$ cat config.mk
export PLATFORM = sky130hd
export DESIGN_NAME = pulse_channel_burst_counter
export DESIGN_NICKNAME = d
export VERILOG_FILES = /design/src/rtl/pcbc_pkg.sv /design/src/rtl/pcbc_debounce.sv /design/src/rtl/pcbc_burst.sv /design/src/rtl/pulse_channel_burst_counter.sv
export SDC_FILE = /design/constraint.sdc
export NUM_CORES = 1
export LEC_CHECK = 0
export ABC_CLOCK_PERIOD_IN_PS = 7600
export BUFFER_PORTS_ARGS = -buffer_cell sky130_fd_sc_hd__buf_2
export CAP_MARGIN = 15
export CORE_MARGIN = 8
export CORE_UTILIZATION = 35
export CTS_BUF_LIST = sky130_fd_sc_hd__clkbuf_2
export CTS_CLUSTER_DIAMETER = 40
export DETAILED_ROUTE_END_ITERATION = 8
export SYNTH_ARGS = -nofsm -noshare
export SYNTH_HDL_FRONTEND = slang
export SYNTH_HIERARCHICAL = 1
export SYNTH_SLANG_ARGS = --single-unit
$ cat constraint.sdc
create_clock -name clk -period 7.6 [get_ports clk]
set_input_delay 1.14 -clock clk [delete_from_list [all_inputs] [get_ports clk]]
set_output_delay 1.14 -clock clk [all_outputs]
set_load 0.01 [all_outputs]
$ cat src/rtl/pcbc_pkg.sv
// Shared types and constants for the pulse channel burst counter.
package pcbc_pkg;

	localparam int MASK_W    = 7;
	localparam int CHAN_W    = 3;
	localparam int WIDTH_W   = 16;
	localparam int TICK_W    = 8;
	localparam int TIME_W    = 32;
	localparam int COUNT_W   = 16;
	localparam int TOTAL_W   = 32;
	localparam int REGEN_W   = 17;
	localparam int CFG_IDX_W = 3;
	localparam int CFG_DAT_W = 16;

	localparam logic [CFG_IDX_W-1:0] REG_MIN_WIDTH  = 3'd0;
	localparam logic [CFG_IDX_W-1:0] REG_MAX_WIDTH  = 3'd1;
	localparam logic [CFG_IDX_W-1:0] REG_DEBOUNCE   = 3'd2;
	localparam logic [CFG_IDX_W-1:0] REG_QUIET      = 3'd3;
	localparam logic [CFG_IDX_W-1:0] REG_PASSTHRU   = 3'd4;
	localparam logic [CFG_IDX_W-1:0] REG_TEST_MODE  = 3'd5;

	localparam logic [WIDTH_W-1:0] MIN_WIDTH_RST = 16'd20;
	localparam logic [WIDTH_W-1:0] MAX_WIDTH_RST = 16'd250;
	localparam logic [TICK_W-1:0]  DEBOUNCE_RST  = 8'd2;
	localparam logic [TICK_W-1:0]  QUIET_RST     = 8'd100;

	localparam logic [COUNT_W-1:0] COUNT_MAX = '1;

	typedef struct packed {
		logic [WIDTH_W-1:0] min_width_ms;
		logic [WIDTH_W-1:0] max_width_ms;
		logic [TICK_W-1:0]  debounce_ticks;
		logic [TICK_W-1:0]  quiet_ticks;
		logic               passthru_enable;
		logic               test_mode;
	} cfg_t;

	typedef struct packed {
		logic              counted;
		logic [CHAN_W-1:0] channel;
	} count_ev_t;

	typedef struct packed {
		logic               pulse_counted;
		logic               burst_done;
		logic [CHAN_W-1:0]  done_channel;
		logic [COUNT_W-1:0] done_pulses;
		logic [TOTAL_W-1:0] done_total;
		logic [REGEN_W-1:0] regen_edges;
	} result_t;

endpackage

$ cat src/rtl/pcbc_debounce.sv
// Mask debouncer, press timing and pulse width qualification.
module pcbc_debounce #(
	parameter int NUM_CHANNELS = 7
) (
	input  logic                                clk,
	input  logic                                arst_n,
	input  logic                                adv,
	input  logic [pcbc_pkg::TIME_W-1:0]         now_ms,
	input  logic [pcbc_pkg::MASK_W-1:0]         active_mask,
	input  pcbc_pkg::cfg_t                      cfg,
	output pcbc_pkg::count_ev_t                 ev
);

	logic [pcbc_pkg::MASK_W-1:0]  settled_q, change_q;
	logic                         was_press_q;
	logic [pcbc_pkg::TICK_W-1:0]  left_q;
	logic [pcbc_pkg::WIDTH_W-1:0] press_time_q;
	logic [pcbc_pkg::CHAN_W-1:0]  pressed_q;

	logic [pcbc_pkg::MASK_W-1:0]  settled_d, change_d;
	logic                         was_press_d;
	logic [pcbc_pkg::TICK_W-1:0]  left_d, left_dec;
	logic [pcbc_pkg::WIDTH_W-1:0] press_time_d, width;
	logic [pcbc_pkg::CHAN_W-1:0]  pressed_d, match_chan;
	logic                         width_ok;

	always_comb begin
		match_chan = '0;
		for (int i = 0; i < NUM_CHANNELS; i++) begin
			if (change_q == pcbc_pkg::MASK_W'(1 << i))
				match_chan = pcbc_pkg::CHAN_W'(i + 1);
		end
	end

	assign width    = now_ms[pcbc_pkg::WIDTH_W-1:0] - press_time_q;
	assign width_ok = (width > cfg.min_width_ms) && (width < cfg.max_width_ms);
	assign left_dec = left_q - 8'd1;

	always_comb begin
		settled_d    = settled_q;
		change_d     = change_q;
		was_press_d  = was_press_q;
		left_d       = left_q;
		press_time_d = press_time_q;
		pressed_d    = pressed_q;
		ev           = '0;
		if (settled_q != active_mask) begin
			change_d    = settled_q ^ active_mask;
			was_press_d = |((settled_q ^ active_mask) & active_mask);
			settled_d   = active_mask;
			left_d      = cfg.debounce_ticks;
		end else if (left_q != '0) begin
			left_d = left_dec;
			if (left_dec == '0) begin
				if (was_press_q) begin
					press_time_d = now_ms[pcbc_pkg::WIDTH_W-1:0];
					pressed_d    = '0;
				end else if (width_ok) begin
					pressed_d = match_chan;
				end
				// a stale channel counts again on a release whose width falls outside the window
				ev.counted = (pressed_d != '0);
				ev.channel = pressed_d;
			end
		end
	end

	always_ff @(posedge clk or negedge arst_n) begin
		if (!arst_n) begin
			settled_q    <= '0;
			change_q     <= '0;
			was_press_q  <= 1'b0;
			left_q       <= '0;
			press_time_q <= '0;
			pressed_q    <= '0;
		end else if (adv) begin
			settled_q    <= settled_d;
			change_q     <= change_d;
			was_press_q  <= was_press_d;
			left_q       <= left_d;
			press_time_q <= press_time_d;
			pressed_q    <= pressed_d;
		end
	end

endmodule

$ cat src/rtl/pcbc_burst.sv
// Quiet timer, burst count and per-channel running totals.
module pcbc_burst #(
	parameter int NUM_CHANNELS = 7
) (
	input  logic                 clk,
	input  logic                 arst_n,
	input  logic                 adv,
	input  pcbc_pkg::cfg_t       cfg,
	input  pcbc_pkg::count_ev_t  ev,
	output pcbc_pkg::result_t    res
);

	logic [pcbc_pkg::TICK_W-1:0]  quiet_q, quiet_d, quiet_dec;
	logic [pcbc_pkg::COUNT_W-1:0] count_q, count_d, count_base;
	logic [pcbc_pkg::CHAN_W-1:0]  chan_q, chan_d;
	logic [pcbc_pkg::TOTAL_W-1:0] totals_q [NUM_CHANNELS];
	logic [pcbc_pkg::TOTAL_W-1:0] old_total, new_total;
	logic                         done, in_range;

	assign quiet_dec = quiet_q - 8'd1;
	assign done      = (quiet_q != '0) && (quiet_dec == '0);
	assign in_range  = (chan_q != '0) && (32'(chan_q) <= 32'(NUM_CHANNELS));

	always_comb begin
		old_total = '0;
		for (int i = 0; i < NUM_CHANNELS; i++) begin
			if (chan_q == pcbc_pkg::CHAN_W'(i + 1))
				old_total = totals_q[i];
		end
	end

	assign new_total  = old_total + pcbc_pkg::TOTAL_W'(count_q);
	assign count_base = done ? '0 : count_q;

	always_comb begin
		count_d = count_base;
		chan_d  = chan_q;
		quiet_d = (quiet_q != '0) ? quiet_dec : quiet_q;
		if (ev.counted) begin
			if (count_base != pcbc_pkg::COUNT_MAX)
				count_d = count_base + 16'd1;
			quiet_d = cfg.quiet_ticks;
			chan_d  = ev.channel;
		end
	end

	always_comb begin
		res               = '0;
		res.pulse_counted = ev.counted;
		if (done) begin
			res.burst_done   = 1'b1;
			res.done_channel = chan_q;
			res.done_pulses  = count_q;
			res.done_total   = in_range ? new_total : '0;
			if (cfg.passthru_enable && !cfg.test_mode)
				res.regen_edges = {count_q, 1'b0};
		end
	end

	always_ff @(posedge clk or negedge arst_n) begin
		if (!arst_n) begin
			quiet_q <= '0;
			count_q <= '0;
			chan_q  <= '0;
		end else if (adv) begin
			quiet_q <= quiet_d;
			count_q <= count_d;
			chan_q  <= chan_d;
		end
	end

	always_ff @(posedge clk or negedge arst_n) begin
		if (!arst_n) begin
			for (int i = 0; i < NUM_CHANNELS; i++)
				totals_q[i] <= '0;
		end else if (adv && done) begin
			for (int i = 0; i < NUM_CHANNELS; i++) begin
				if (chan_q == pcbc_pkg::CHAN_W'(i + 1))
					totals_q[i] <= new_total;
			end
		end
	end

endmodule

$ cat src/rtl/pulse_channel_burst_counter.sv
// Top level of the pulse channel burst counter: config, item pipeline, result register.
//
//  channel | handshake            | payload
//  --------+----------------------+-------------------------------------------------
//  in      | in_valid / in_ready  | now_ms, active_mask
//  out     | out_valid / out_ready| pulse_counted, burst_done, done_channel,
//          |                      | done_pulses, done_total, regen_edges
//  cfg     | cfg_we (no wait)     | cfg_index, cfg_wdata
//
// One item per cycle sustained while out_ready stays high; an accepted item passes the
// input register, then one pass of debounce and burst logic, then the result register and out_valid.
// The tick state updates when the input register hands its item to the result register.
// A stall on out_ready holds the result register, then the input register, and only
// then drops in_ready. Reset clears the valid flags, tick state and channel totals and sets the
// config registers to their defaults at once, but not the data registers; there is no clearing pass.
module pulse_channel_burst_counter #(
	parameter int NUM_CHANNELS = 7
) (
	input  logic                               clk,
	input  logic                               arst_n,
	input  logic                               in_valid,
	output logic                               in_ready,
	input  logic [pcbc_pkg::TIME_W-1:0]        now_ms,
	input  logic [pcbc_pkg::MASK_W-1:0]        active_mask,
	output logic                               out_valid,
	input  logic                               out_ready,
	output logic                               pulse_counted,
	output logic                               burst_done,
	output logic [pcbc_pkg::CHAN_W-1:0]        done_channel,
	output logic [pcbc_pkg::COUNT_W-1:0]       done_pulses,
	output logic [pcbc_pkg::TOTAL_W-1:0]       done_total,
	output logic [pcbc_pkg::REGEN_W-1:0]       regen_edges,
	input  logic                               cfg_we,
	input  logic [pcbc_pkg::CFG_IDX_W-1:0]     cfg_index,
	input  logic [pcbc_pkg::CFG_DAT_W-1:0]     cfg_wdata
);

	pcbc_pkg::cfg_t      cfg_q;
	pcbc_pkg::count_ev_t ev;
	pcbc_pkg::result_t   res, out_q;

	logic                         valid_s1;
	logic [pcbc_pkg::TIME_W-1:0]  now_s1;
	logic [pcbc_pkg::MASK_W-1:0]  mask_s1;
	logic                         out_valid_q;
	logic                         adv;

	// Config registers; writes beyond the list are dropped.
	always_ff @(posedge clk or negedge arst_n) begin
		if (!arst_n) begin
			cfg_q.min_width_ms    <= pcbc_pkg::MIN_WIDTH_RST;
			cfg_q.max_width_ms    <= pcbc_pkg::MAX_WIDTH_RST;
			cfg_q.debounce_ticks  <= pcbc_pkg::DEBOUNCE_RST;
			cfg_q.quiet_ticks     <= pcbc_pkg::QUIET_RST;
			cfg_q.passthru_enable <= 1'b1;
			cfg_q.test_mode       <= 1'b0;
		end else if (cfg_we) begin
			unique case (cfg_index)
				pcbc_pkg::REG_MIN_WIDTH: cfg_q.min_width_ms   <= cfg_wdata;
				pcbc_pkg::REG_MAX_WIDTH: cfg_q.max_width_ms   <= cfg_wdata;
				pcbc_pkg::REG_DEBOUNCE:  cfg_q.debounce_ticks <= cfg_wdata[pcbc_pkg::TICK_W-1:0];
				pcbc_pkg::REG_QUIET:     cfg_q.quiet_ticks    <= cfg_wdata[pcbc_pkg::TICK_W-1:0];
				pcbc_pkg::REG_PASSTHRU:  cfg_q.passthru_enable <= cfg_wdata[0];
				pcbc_pkg::REG_TEST_MODE: cfg_q.test_mode      <= cfg_wdata[0];
				default: begin
				end
			endcase
		end
	end

	// Advance the input item into the result register when that register is free
	// or being emptied this cycle.
	assign adv      = valid_s1 && (!out_valid_q || out_ready);
	assign in_ready = !valid_s1 || adv;

	always_ff @(posedge clk or negedge arst_n) begin
		if (!arst_n)
			valid_s1 <= 1'b0;
		else if (in_ready)
			valid_s1 <= in_valid;
	end

	// Input payload register; hold while stalled.
	always_ff @(posedge clk) begin
		if (in_ready && in_valid) begin
			now_s1  <= now_ms;
			mask_s1 <= active_mask;
		end
	end

	pcbc_debounce #(
		.NUM_CHANNELS(NUM_CHANNELS)
	) u_debounce (
		.clk        (clk),
		.arst_n     (arst_n),
		.adv        (adv),
		.now_ms     (now_s1),
		.active_mask(mask_s1),
		.cfg        (cfg_q),
		.ev         (ev)
	);

	pcbc_burst #(
		.NUM_CHANNELS(NUM_CHANNELS)
	) u_burst (
		.clk   (clk),
		.arst_n(arst_n),
		.adv   (adv),
		.cfg   (cfg_q),
		.ev    (ev),
		.res   (res)
	);

	// Result register.
	always_ff @(posedge clk or negedge arst_n) begin
		if (!arst_n)
			out_valid_q <= 1'b0;
		else if (adv)
			out_valid_q <= 1'b1;
		else if (out_ready)
			out_valid_q <= 1'b0;
	end

	always_ff @(posedge clk) begin
		if (adv)
			out_q <= res;
	end

	assign out_valid     = out_valid_q;
	assign pulse_counted = out_q.pulse_counted;
	assign burst_done    = out_q.burst_done;
	assign done_channel  = out_q.done_channel;
	assign done_pulses   = out_q.done_pulses;
	assign done_total    = out_q.done_total;
	assign regen_edges   = out_q.regen_edges;

`ifndef ASSERT_OFF
	// An ended burst always carries a real channel and at least one pulse.
	a_done_nonempty: assert property (@(posedge clk) disable iff (!arst_n)
		out_valid && burst_done |-> done_channel != '0 && done_pulses != '0)
		else $error("burst ended with empty channel or count");

	// Without an ended burst every burst field reads zero.
	a_idle_fields_zero: assert property (@(posedge clk) disable iff (!arst_n)
		out_valid && !burst_done |-> done_channel == '0 && done_pulses == '0 &&
			done_total == '0 && regen_edges == '0)
		else $error("burst fields set without an ended burst");

	// Regeneration asks for either nothing or the pulse count shifted left by one bit.
	a_regen_twice: assert property (@(posedge clk) disable iff (!arst_n)
		out_valid |-> regen_edges == '0 || regen_edges == {done_pulses, 1'b0})
		else $error("regen edge count not twice the pulse count");

	// A held input item moves on whenever the result register frees up.
	a_pipe_moves: assert property (@(posedge clk) disable iff (!arst_n)
		valid_s1 && !out_valid_q |=> out_valid_q)
		else $error("input item did not advance into free result register");
`endif

endmodule

==> flow_summary_export.csv, run 1 <==
group,metric,value,unit
outcome,outcome,"complete, no violations",
timing,finalSetupTns,0,ps
worst_setup_path,crit_start,"now_s1[0]",
placement,placedCellCount,2854,
worst_setup_path,timing.rr.start,"now_s1[0]",
timing,period_needed,6060,ps
worst_setup_path,cp-start-kind,"flop",
placement,pre_cts_ws,1630,ps
clocking,cts_sinks,438,
global_routing,overflow,0,
min_path,worst_hold_path_type,"in -> reg",
clocking,clock_path_buffers,3,
die,rows,91,
worst_setup_path,reg2reg_depth,24,
route,drt_iter0_markers,1249,
worst_setup_path,path_cells,"inv_1 -> ha_1 -> fa_1 -> nor2b_1 -> o21ai_1 -> a21boi_1 -> o41ai_2 -> o31ai_1 -> o41ai_1 -> xnor2_1 -> ha_1 -> a21oi_1 -> nand2_1 -> a21oi_1 -> or4b_4 -> o211ai_4 -> mux2i_1 -> a311oi_2 -> buf_4 -> nand2_1 -> a211o_1 -> nor3_1 -> nand3_1 -> xor2_1",
synthesis,yosysWarnings,6,
cells_and_area,finalNonFillerCells,3065,
worst_setup_path,worstPathArrival,7050,ps
flow_run,drv_cap,0,
synthesis,syn_area,21600,sq um
clocking,cts_hold_buf,1,
clocking,ctsHtreeMaxLevel,3,
route,wl,56.6,mm
power_and_ir_drop,ir_drop,0.100,mV
timing,tightest_slew,1180,ps
placement,dp_hpwl,36.6,mm
global_routing,grt_max_degree,164,
clocking,clockRootBuffer,"clkbuf_2",
cells_and_area,fin_area,24000,sq um
timing,final_hold_viol_count,0,
die,ios,135,
clocking,clk_latency,1130,ps
route,post_drt_wl_per_cell,18.5,microns
placement,portBuffers,118,
cells_and_area,layout.nets,2321,
worst_setup_path,crit_path_end_kind,"flop",
timing,final-setup-viol-count,0,
worst_setup_path,slowest_stage,"or4b_4",
global_routing,grt_pass1_vias,16800,
worst_setup_path,cp-endpoint,"u_burst/count_q[8]",
route,viasPerCell,5.29,
cells_and_area,area_growth,11.5,%
die,fp.dieArea,69800,sq um
placement,placed_cell_area,22900,sq um
route,drtPass1Iterations,5,
timing,slew_headroom,21.2,%
die,start_util,35.2,%
clocking,clkTransAtPathRegs,120,ps
timing,fin_skew,138,ps
power_and_ir_drop,p_per_area,210,nW/um^2
die,die_w,264,microns
power_and_ir_drop,p_leak,0.0107,uW
cells_and_area,layout-drive-gt1-share,21.9,%
timing,post-route-period-util,79.7,%
synthesis,synthCells,2029,
worst_setup_path,path_max_fanout,24,
clocking,cts-resized-gates,0,
synthesis,syn_nets,2168,
die,design.core.area,61300,sq um
clocking,post_cts_buffers,0,
worst_setup_path,slowest_delay,480,ps
timing,rsz0062_at_grt,"no",
global_routing,grt_first_pass_wirelength,90.6,mm
global_routing,grt_usage,16.0,%
global_routing,antenna_found_initial,1,
synthesis,synthesis.area_per_instance,10.6,sq um
timing,worst_slack,1540,ps
worst_setup_path,r2r_setup_slack,1540,ps
die,die_h,264,microns
route,drc_errors,0,
worst_setup_path,worstPathRequired,8590,ps
timing,slew_violations,0,
clocking,numCtsBuffers,112,
clocking,cts_tree,"built",
worst_setup_path,crit_type,"reg -> reg",
cells_and_area,fillers,6095,
worst_setup_path,rr_endpoint,"u_burst/count_q[8]",
cells_and_area,final_common_cell,"dfrtp_1",
route,antenna_left,0,
placement,place_congestion,0.824,
timing,fmax,0.165,GHz
route,via_count,16200,
cells_and_area,final_cell_mix,"dfrtp_1 (329), nand2_1 (291), o21ai_0 (257), clkbuf_2 (176), buf_2 (117)",
==> registers in the layout, indices dropped and copies added (netlist names) <==
signal	flops
u_burst/totals_q	224
cfg_q	50
done_total	32
regen_edges	17
done_pulses	16
now_s1	16
u_burst/count_q	16
u_debounce/press_time_q	16
u_burst/quiet_q	8
u_debounce/left_q	8
mask_s1	7
u_debounce/change_q	7
u_debounce/settled_q	7
done_channel	3
u_burst/chan_q	3
u_debounce/pressed_q	3
burst_done	1
out_valid	1
pulse_counted	1
u_debounce/was_press_q	1
valid_s1	1
==> how the worst min path moves through the flow <==
| stage | from | end | slack [ps] | depth (start not counted) |
|---|---|---|---|---|
| global route | now_ms[10] | now_s1[10] | 8 | 1 |
| global placement | u_burst/totals_q[17] | u_burst/totals_q[17] | 450 | 2 |
| CTS | now_ms[11] | now_s1[11] | 2 | 1 |
| floorplan | u_burst/totals_q[83] | u_burst/totals_q[83] | 440 | 2 |
| detailed placement | u_burst/totals_q[191] | u_burst/totals_q[191] | 470 | 2 |
| finish | active_mask[1] | mask_s1[1] | 190 | 1 |
==> routing by layer <==
metal | vias up | share of wire [%] | GRT usage [%]
met5 | - | 0 | 0
met4 | 0 | 3.2 | 6.90
met3 | 138 | 5.6 | 3.71
met2 | 436 | 48 | 26.0
met1 | 8008 | 43 | 20.2
li1 | 7617 | - | -
==> where the power goes <==
part / total [uW] / switching (uW) / leakage, uW / internal (uW)
registers: 2680 / 119 / 0.00555 / 2560
logic: 690 / 408 / 0.00429 / 282
clock network: 1670 / 985 / 0.000826 / 685
total: 5040 / 1510 / 0.0107 / 3530
==> layout make-up <==
cell class / instances / area, sq um / area share, %
antenna: 3 / 7.51 / 0.0312
clock buffer: 176 / 881 / 3.66
clock inverter: 28 / 181 / 0.755
inverter: 86 / 325 / 1.35
multi-input combinational: 1393 / 9310 / 38.7
sequential: 438 / 11400 / 47.6
tap: 790 / 988 / 4.11
timing repair buffer: 151 / 906 / 3.77
==> per-stage QoR <==
stage               hold WS, ps  util (%)  power (uW)
floorplan                   441         -        3180
global placement            455      37.4        3380
detailed placement          466      37.4        3420
CTS                        1.83      39.2        5120
global route               7.67      39.2        5340
finish                      186      39.3        5040
==> worst max-delay path, delay by kind of cell, from the launching register on <==
family	cells	cell delay, ps
fa+ha+maj	3	930
flops	1	370
compound gates	10	2200
buf+inv	2	360
xor+xnor	2	410
simple gates	6	1450
mux	1	180
Note: power is estimated with default switching activity, not from simulation.
==> run 2: changes to the inputs <==
ABC_CLOCK_PERIOD_IN_PS = 5100   (was 7600)
clock period = 5.1 ns   (was 7.6 ns; I/O delays follow)
==> run 2 against run 1 <==
  * The run now ends with setup timing left
  * Wire length is 4.9% higher
  * Worst hold slack better by 13 ps
  * Power is 54% higher
  * Design area is 6.4% higher
  * Clock power is 54% higher
  * Clock-buffer cell count is 8 higher
  * Non-clock buffer count is 150 higher
  * Core utilization is 2.5 points higher
  * Setup slack worse by 1700 ps
  * Flip-flop and latch count stayed put
  * Register-to-register slack worse by 1700 ps
  * Critical endpoint unchanged
  * Largest cell class unchanged
==> flow_summary_export.csv, run 2 (synthesis gave the netlist of run 1 again) <==
group,metric,value,unit
outcome,outcome,"complete, but fails checks",
outcome,violations,"setup timing",
worst_setup_path,worstPathArrival,6220,ps
timing,period_needed,5220,ps
clocking,ctsHtreeMaxLevel,3,
power_and_ir_drop,seqPwrFrac,51.5,%
die,die_h,264,microns
worst_setup_path,path_max_fanout,4,
cells_and_area,fin_area,25600,sq um
placement,pre_cts_ws,-206,ps
placement,place_congestion,0.841,
worst_setup_path,crit_type,"reg -> reg",
clocking,clock_path_buffers,3,
global_routing,grt_first_pass_wirelength,95.1,mm
die,design.core.area,61300,sq um
timing,slew_violations,0,
route,drc_errors,0,
worst_setup_path,timing.rr.start,"u_debounce/press_time_q[0]",
global_routing,antenna_found_initial,3,
global_routing,grt_max_degree,118,
global_routing,grt_pass1_vias,17400,
die,start_util,35.2,%
worst_setup_path,slowest_stage,"or4b_4",
route,wl,59.4,mm
power_and_ir_drop,p_comb_share,15.3,%
route,viasPerCell,5.21,
clocking,clkTransAtPathRegs,110,ps
worst_setup_path,reg2reg_depth,22,
cells_and_area,finalNonFillerCells,3217,
timing,final-setup-viol-count,15,
placement,placedCellCount,2904,
worst_setup_path,crit_path_end_kind,"flop",
timing,final_hold_viol_count,0,
route,via_count,16800,
die,die_w,264,microns
clocking,numCtsBuffers,115,
timing,slew_headroom,28.9,%
placement,portBuffers,118,
route,post_drt_wl_per_cell,18.5,microns
die,fp.dieArea,69800,sq um
placement,placed_cell_area,23300,sq um
worst_setup_path,critPathTopFamily,"compound AO/OA/AOI/OAI gates",
worst_setup_path,cp-start-kind,"flop",
worst_setup_path,r2r_setup_slack,-120,ps
cells_and_area,layout.nets,2474,
timing,worst_slack,-123,ps
power_and_ir_drop,p_per_area,304,nW/um^2
power_and_ir_drop,p_sw,2340,uW
timing,rsz0062_at_grt,"yes",
power_and_ir_drop,clkPwrFrac,33.2,%
cells_and_area,final_cell_mix,"dfrtp_1 (329), nand2_1 (290), o21ai_0 (247), clkbuf_2 (184), buf_4 (122)",
die,rows,91,
global_routing,overflow,0,
timing,tightest_slew,1070,ps
power_and_ir_drop,p_leak,0.0115,uW
clocking,cts_sinks,438,
clocking,clk_latency,1180,ps
worst_setup_path,critPathBufInv,0,
placement,dp_hpwl,37.9,mm
timing,finalSetupTns,-889,ps
worst_setup_path,cpMostUsedCell,"nand2_1",
worst_setup_path,worstPathRequired,6100,ps
timing,post-route-period-util,102,%
worst_setup_path,crit_start,"u_debounce/press_time_q[0]",
route,drtPass1Iterations,5,
clocking,cts_tree,"built",
power_and_ir_drop,intPower,5440,uW
min_path,worst_hold_path_type,"in -> async",
power_and_ir_drop,ir_drop,0.177,mV
global_routing,grt_usage,16.7,%
timing,fin_skew,147,ps
route,drt_iter0_markers,1038,
worst_setup_path,path_cells,"ha_4 -> fa_2 -> nor2b_2 -> o21ai_2 -> a21boi_2 -> o41ai_4 -> o31ai_2 -> o41ai_2 -> xnor2_1 -> ha_1 -> a21oi_2 -> nand2_1 -> a21oi_1 -> or4b_4 -> o211ai_4 -> mux2i_2 -> a311oi_2 -> nand2_1 -> a211o_4 -> nor3_2 -> nand3_1 -> xor2_1",
flow_run,drv_cap,0,
route,antenna_left,0,
cells_and_area,final_common_cell,"dfrtp_1",
clocking,clockRootBuffer,"clkbuf_2",
worst_setup_path,slowest_delay,480,ps
cells_and_area,area_growth,18.7,%
timing,fmax,0.191,GHz
cells_and_area,regMostFlops,"u_burst/totals_q",
cells_and_area,layout-drive-gt1-share,26.6,%
die,ios,135,
worst_setup_path,rr_endpoint,"u_burst/count_q[8]",
cells_and_area,largest_reg_flops,224,
power_and_ir_drop,switching_share,30.1,%
==> run 2: metal layers <==
metal,GRT usage (%),vias up,routed length (microns)
met5,0,-,0
met4,6.04,0,1440
met3,3.60,118,3180
met2,28.4,484,29000
met1,20.8,8232,25800
li1,-,7930,-
==> run 2: layout make-up <==
| class | instances | area, sq um |
|---|---|---|
| fillers | 5900 | 35700 |
| clock inverters | 23 | 180 |
| multi-input cells | 1393 | 9540 |
| diodes | 2 | 5.00 |
| inverters | 86 | 325 |
| flip-flops and latches | 438 | 11400 |
| clock buffers | 184 | 921 |
| well taps | 790 | 988 |
| repair buffers | 301 | 2180 |
==> run 2: timing repair <==
action / 4_1_cts / 5_1_grt
setup buffers: 43 / 17
resized for setup: 23 / 43
endpoints found under the setup margin: 24 / 25
gates cloned: 0 / 2
endpoints found under the hold margin: 139 / 0
pin swaps: 17 / 24
hold buffers: 47 / 0
==> run 2: worst max path at each step <==
stage	end	slack, ps	cells past startpoint
after floorplan	u_burst/count_q[9]	30	23
after global placement	u_burst/count_q[9]	-150	24
after detailed placement	u_burst/quiet_q[0]	-210	24
after CTS	u_burst/count_q[15]	-70	24
after global routing	u_burst/count_q[8]	-400	23
final	u_burst/count_q[8]	-120	22
==> run 2: power by group through the flow <==
stage | logic (uW) | registers [uW] | clock network, uW
floorplan | 729 | 4010 | 0
global placement | 1030 | 4050 | 0
detailed placement | 1070 | 4070 | 0
CTS | 1140 | 4000 | 2690
global route | 1320 | 4040 | 2860
finish | 1190 | 4000 | 2580
==> run 2: through the flow <==
step | utilization, % | total power [uW] | hold WS, ps
global route | 41.8 | 8210 | 134
CTS | 41.3 | 7820 | 93.9
global placement | 38.0 | 5080 | 455
floorplan | - | 4740 | 441
finish | 41.8 | 7780 | 199
detailed placement | 38.0 | 5140 | 462
==> run 2: worst reg2reg max path, stage by stage, from the launching register on <==
cell	delay [ps]
dfrtp_1	430
ha_4	180
fa_2	370
nor2b_2	130
o21ai_2	70
a21boi_2	210
o41ai_4	100
o31ai_2	310
o41ai_2	120
xnor2_1	230
ha_1	310
a21oi_2	170
nand2_1	70
a21oi_1	130
or4b_4	480
o211ai_4	170
mux2i_2	130
a311oi_2	450
nand2_1	150
a211o_4	330
nor3_2	190
nand3_1	130
xor2_1	180
